`config.mk`:
```
export PLATFORM = sky130hd
export DESIGN_NAME = mmac_mac
export DESIGN_NICKNAME = d
export VERILOG_FILES = /design/src/rtl/mmac_pkg.sv /design/src/rtl/mmac_mac.sv
export SDC_FILE = /design/constraint.sdc
export NUM_CORES = 2
export LEC_CHECK = 0
export ABC_AREA = 1
export BUFFER_PORTS_ARGS = -buffer_cell sky130_fd_sc_hd__buf_2
export CORE_AREA = 3 3 302 304
export CTS_CLUSTER_DIAMETER = 50
export CTS_CLUSTER_SIZE = 10
export DETAILED_ROUTE_END_ITERATION = 6
export DIE_AREA = 0 0 305 307
export PLACE_DENSITY = 0.76
export SYNTH_ARGS = -nofsm -noshare
export SYNTH_HDL_FRONTEND = slang
export SYNTH_SLANG_ARGS = --single-unit
```
`constraint.sdc`:
```
create_clock -name clk_i -period 18.3 [get_ports clk_i]
set_input_delay 3.66 -clock clk_i [delete_from_list [all_inputs] [get_ports clk_i]]
set_output_delay 3.66 -clock clk_i [all_outputs]
set_load 0.02 [all_outputs]
```
`src/rtl/mmac_pkg.sv`:
```
`default_nettype none

package mmac_pkg;

  // Fixed field widths
  localparam int CMD_W  = 3;
  localparam int IDX_W  = 5;
  localparam int VAL_W  = 64;
  localparam int AB_W   = 32;
  localparam int C_W    = 64;
  localparam int FRAC_W = 16;
  localparam int SIZE_W = 6;

  localparam int                MAX_N_DEF  = 32;
  localparam logic [SIZE_W-1:0] SIZE_RESET = 6'd32;

  // Command codes carried on the input channel
  typedef enum logic [CMD_W-1:0] {
    CMD_LOAD_A  = 3'd0,
    CMD_LOAD_B  = 3'd1,
    CMD_LOAD_C  = 3'd2,
    CMD_COMPUTE = 3'd3,
    CMD_READ_C  = 3'd4
  } cmd_e;

  // Control sequencer states
  typedef enum logic [1:0] {
    ST_IDLE,
    ST_READ,
    ST_ISSUE,
    ST_DRAIN
  } state_e;

  // Sequencer to MAC datapath controls
  typedef struct packed {
    logic clear;    // zero the accumulator
    logic prod_en;  // operands from the stores are valid, form the product
    logic acc_en;   // product register is valid, add it in
  } mac_ctl_t;

endpackage

`default_nettype wire

```
`src/rtl/mmac_mac.sv`:
```
`default_nettype none

// Multiply-accumulate datapath: 32x32 signed product register, wide exact
// accumulator, then floor shift by 16 and saturating add onto the C element.
module mmac_mac #(
  parameter int MAX_N = mmac_pkg::MAX_N_DEF
) (
  input  wire logic                       clk_i,
  input  wire mmac_pkg::mac_ctl_t         ctl_i,
  input  wire logic [mmac_pkg::AB_W-1:0]  a_i,
  input  wire logic [mmac_pkg::AB_W-1:0]  b_i,
  input  wire logic [mmac_pkg::C_W-1:0]   c_i,
  output logic      [mmac_pkg::C_W-1:0]   c_o
);
  import mmac_pkg::*;

  localparam int PROD_W = 2 * AB_W;
  localparam int ACC_W  = PROD_W + $clog2(MAX_N);
  localparam int TOT_W  = ACC_W - FRAC_W;
  localparam int SUM_W  = C_W + 1;

  logic signed [AB_W-1:0]   a_s;
  logic signed [AB_W-1:0]   b_s;
  logic signed [PROD_W-1:0] prod_d, prod_q;
  logic signed [ACC_W-1:0]  acc_d, acc_q;
  logic signed [TOT_W-1:0]  total;
  logic signed [SUM_W-1:0]  sum;

  assign a_s = $signed(a_i);
  assign b_s = $signed(b_i);

  // 32x32 signed multiply on sign-extended operands
  assign prod_d = PROD_W'(a_s) * PROD_W'(b_s);

  always_comb begin
    acc_d = acc_q;
    if (ctl_i.clear) begin
      acc_d = '0;
    end else if (ctl_i.acc_en) begin
      acc_d = acc_q + ACC_W'(prod_q);
    end
  end

  always_ff @(posedge clk_i) begin
    if (ctl_i.prod_en) begin
      prod_q <= prod_d;
    end
    acc_q <= acc_d;
  end

  // Exact sum of Q32.32 products, floor to Q37.16
  assign total = TOT_W'(acc_q >>> FRAC_W);
  assign sum   = $signed({c_i[C_W-1], c_i}) + SUM_W'(total);

  // Saturate to the signed 64-bit range
  always_comb begin
    if (sum[SUM_W-1] != sum[SUM_W-2]) begin
      c_o = sum[SUM_W-1] ? {1'b1, {(C_W-1){1'b0}}} : {1'b0, {(C_W-1){1'b1}}};
    end else begin
      c_o = sum[C_W-1:0];
    end
  end

endmodule

`default_nettype wire

```
==> results by group <==
GRT
  – GRT Residual Overflow: 0
  – First-pass GRT wire length: 271 mm
  – GRT Resource Usage Total: 37.5%
  – Vias in the first global route: 48600
  – Initial antenna violation count: 1
  – Largest net degree at the start of global routing: 65

Outcome
  – Failing checks: DRC
  – Status: finished, violations left

STA
  – Crit path time final: 11.34 ns
  – Worst hold-check slack: 0.518 ns
  – Final Hold Viols: 0
  – Worst slew pin tran: 1.04 ns
  – Period utilisation layout: 62.0%
  – Total Negative Setup Slacks: 0 ns
  – Pins over their slew limit: 0
  – Max Clk Rate: 88.2 MHz
  – RSZ-0062 raised after global routing: false
  – Final setup fails: 0
  – Rel. slew slack: 30.4%
  – Layout Skew: 0.0165 ns

Synth
  – Area of the mapped netlist: 53000 sq um
  – Syn Inst Count: 7320
  – EDFF count, synth: 64
  – Synth area leaders: fa_1 41%, nand2_1 14%, inv_1 14%, ha_1 7.5%, nor2_1 4.0%
  – Ys Warns: 0
  – Cell variety after synth: 45
  – Post-Syn Area per Cell: 7.24 sq um
  – Seq/Total Area, Yosys: 6.23%
  – Yosys top cell by area: fa_1
  – Ys async rst share: 0%
  – Syn_nets: 8852
  – Top FF cell, synth: dfxtp_1
  – Post-synth top area share: 40.9%
  – FF+latch count, synth: 133

Route
  – Via/cell ratio: 5.45
  – DR vias: 46400
  – Wirelength per Cell: 20.3 um
  – DR DRC count: 2
  – Routed Antenna Nets: 0
  – Post-Route WL: 172 mm
  – Drt pass-1 iters: 7
  – DR iter-0 viols: 4029

Setup path
  – CP startpoint kind: input port
  – WP data arrival: 11.57 ns
  – Crit path kind: in2reg
  – CP endpoint kind: flip-flop
  – CP required: 18.52 ns
  – Critical path fanouts, max: 32

Hold path
  – Tightest Hold Check Type: reg2reg

Floorplanning
  – Initial Util: 59.9%
  – Die X: 305 um
  – IO Pins: 196
  – Die Ht: 307 um
  – Die area: 93600 sq um
  – Row Count: 109
  – Core area: 88500 sq um

Layout
  – Final #Nets: 8861
  – Layout cells sized above 1: 4.15%
  – Most frequent cells in the layout: 2004 x nand2_1, 1944 x inv_1, 1084 x fa_1
  – Final Cell Area: 55200 sq um
  – Area Growth Syn to Fin: 4.23%
  – Commonest non-fill, non-tap cell in the layout: nand2_1

Clock tree
  – CTS buffer count: 17
  – Clock root buffer: clkbuf_16
  – Clock transition at path regs: 0.07 ns
  – Worst skew pair latency: 0.47 ns
  – TritonCTS clock tree: yes
  – Bufs on Longest Clock Path: 2
  – Post-CTS Setup Inserts: 0
  – Hold_buf cts: 0
  – H-tree levels: 4
  – Gates resized, CTS repair: 0
  – # clock sinks: 133

Placement
  – IO buf count: 195
  – DP Area: 54700 sq um
  – Post-DP HPWL: 145 mm
  – Routability cong.: 1.03

Run
  – Max_cap viols: 0
[state kept, by name, indices dropped and copies added (netlist names)]
signal	cells
prod_q	64
acc_q	69
[worst max-delay path, cell delays in order]
cell     delay, ns
buf_2         0.53
nand2_1       0.19
inv_1         0.17
fa_1          0.46
fa_1          0.51
fa_1          0.96
inv_1         0.23
fa_1          0.57
inv_1         0.06
fa_1          0.50
inv_1         0.06
fa_1          0.56
fa_1          0.44
fa_1          0.50
inv_1         0.05
ha_1          0.43
nand2_1       0.12
nor2_1        0.10
inv_1         0.08
nor2_1        0.15
inv_1         0.05
nor3_1        0.44
nand4_1       0.18
nand3_1       0.24
a21oi_1       0.14
xnor2_1       0.15
[through the flow]
stage	util, %	setup slack, ns	cells
after floorplan	-	7.69	7320
after global placement	61.8	6.58	8475
after detailed placement	61.8	6.43	8475
after CTS	62.4	6.97	8507
after global routing	62.4	6.39	8507
final	62.4	6.96	8508
[layout make-up]
cell class              count  area (sq um)
multi-input cells        4998         41400
fillers                  8194         33300
inverters                1963          7370
flip-flops and latches    133          3300
well taps                1165          1460
repair buffers            216          1140
clock buffers              17           425
clock inverters            15           123
diodes                      1          2.50
[synthesized netlist by cell type (64+ instances only)]
| master | n |
|---|---|
| inv_1 | 1944 |
| edfxtp_1 | 64 |
| dfxtp_1 | 69 |
| o21ai_0 | 189 |
| xor2_1 | 108 |
| nor2_1 | 563 |
| ha_1 | 316 |
| nand2_1 | 2004 |
| clkbuf_1 | 212 |
| a21oi_1 | 266 |
| fa_1 | 1084 |
| nand3_1 | 188 |
[logic make-up after synthesis]
family | Yosys count | synth area share [%]
buffers and inverters | 2189 | 15.6
AO/OA/AOI/OAI | 579 | 6.00
flip-flops | 133 | 6.23
AND/OR/NAND/NOR | 2890 | 21.6
XOR/XNOR | 129 | 2.13
adder cells (fa/ha/maj) | 1400 | 48.4
[final timing paths]
path / from / end / slack [ns] / cells past startpoint
worst max-delay path: b_i[2] / prod_q[50] / 6.96 / 26
worst min-delay path: acc_q[0] / acc_q[0] / 0.52 / 2
worst max register to register: prod_q[0] / acc_q[62] / 15.06 / 19
worst min register to register: acc_q[0] / acc_q[0] / 0.52 / 2
[per-layer routing]
| layer | vias up | wire, um | track usage [%] |
|---|---|---|---|
| li1 | 21300 | - | - |
| met1 | 22500 | 66300 | 47.3 |
| met2 | 2169 | 82600 | 63.8 |
| met3 | 500 | 13200 | 5.29 |
| met4 | 0 | 10200 | 18.5 |
| met5 | - | 0 | 0 |
Power is left out: the tool's default activity adds up to more than one toggle a clock period on the data nets, which glitch-free logic cannot reach.
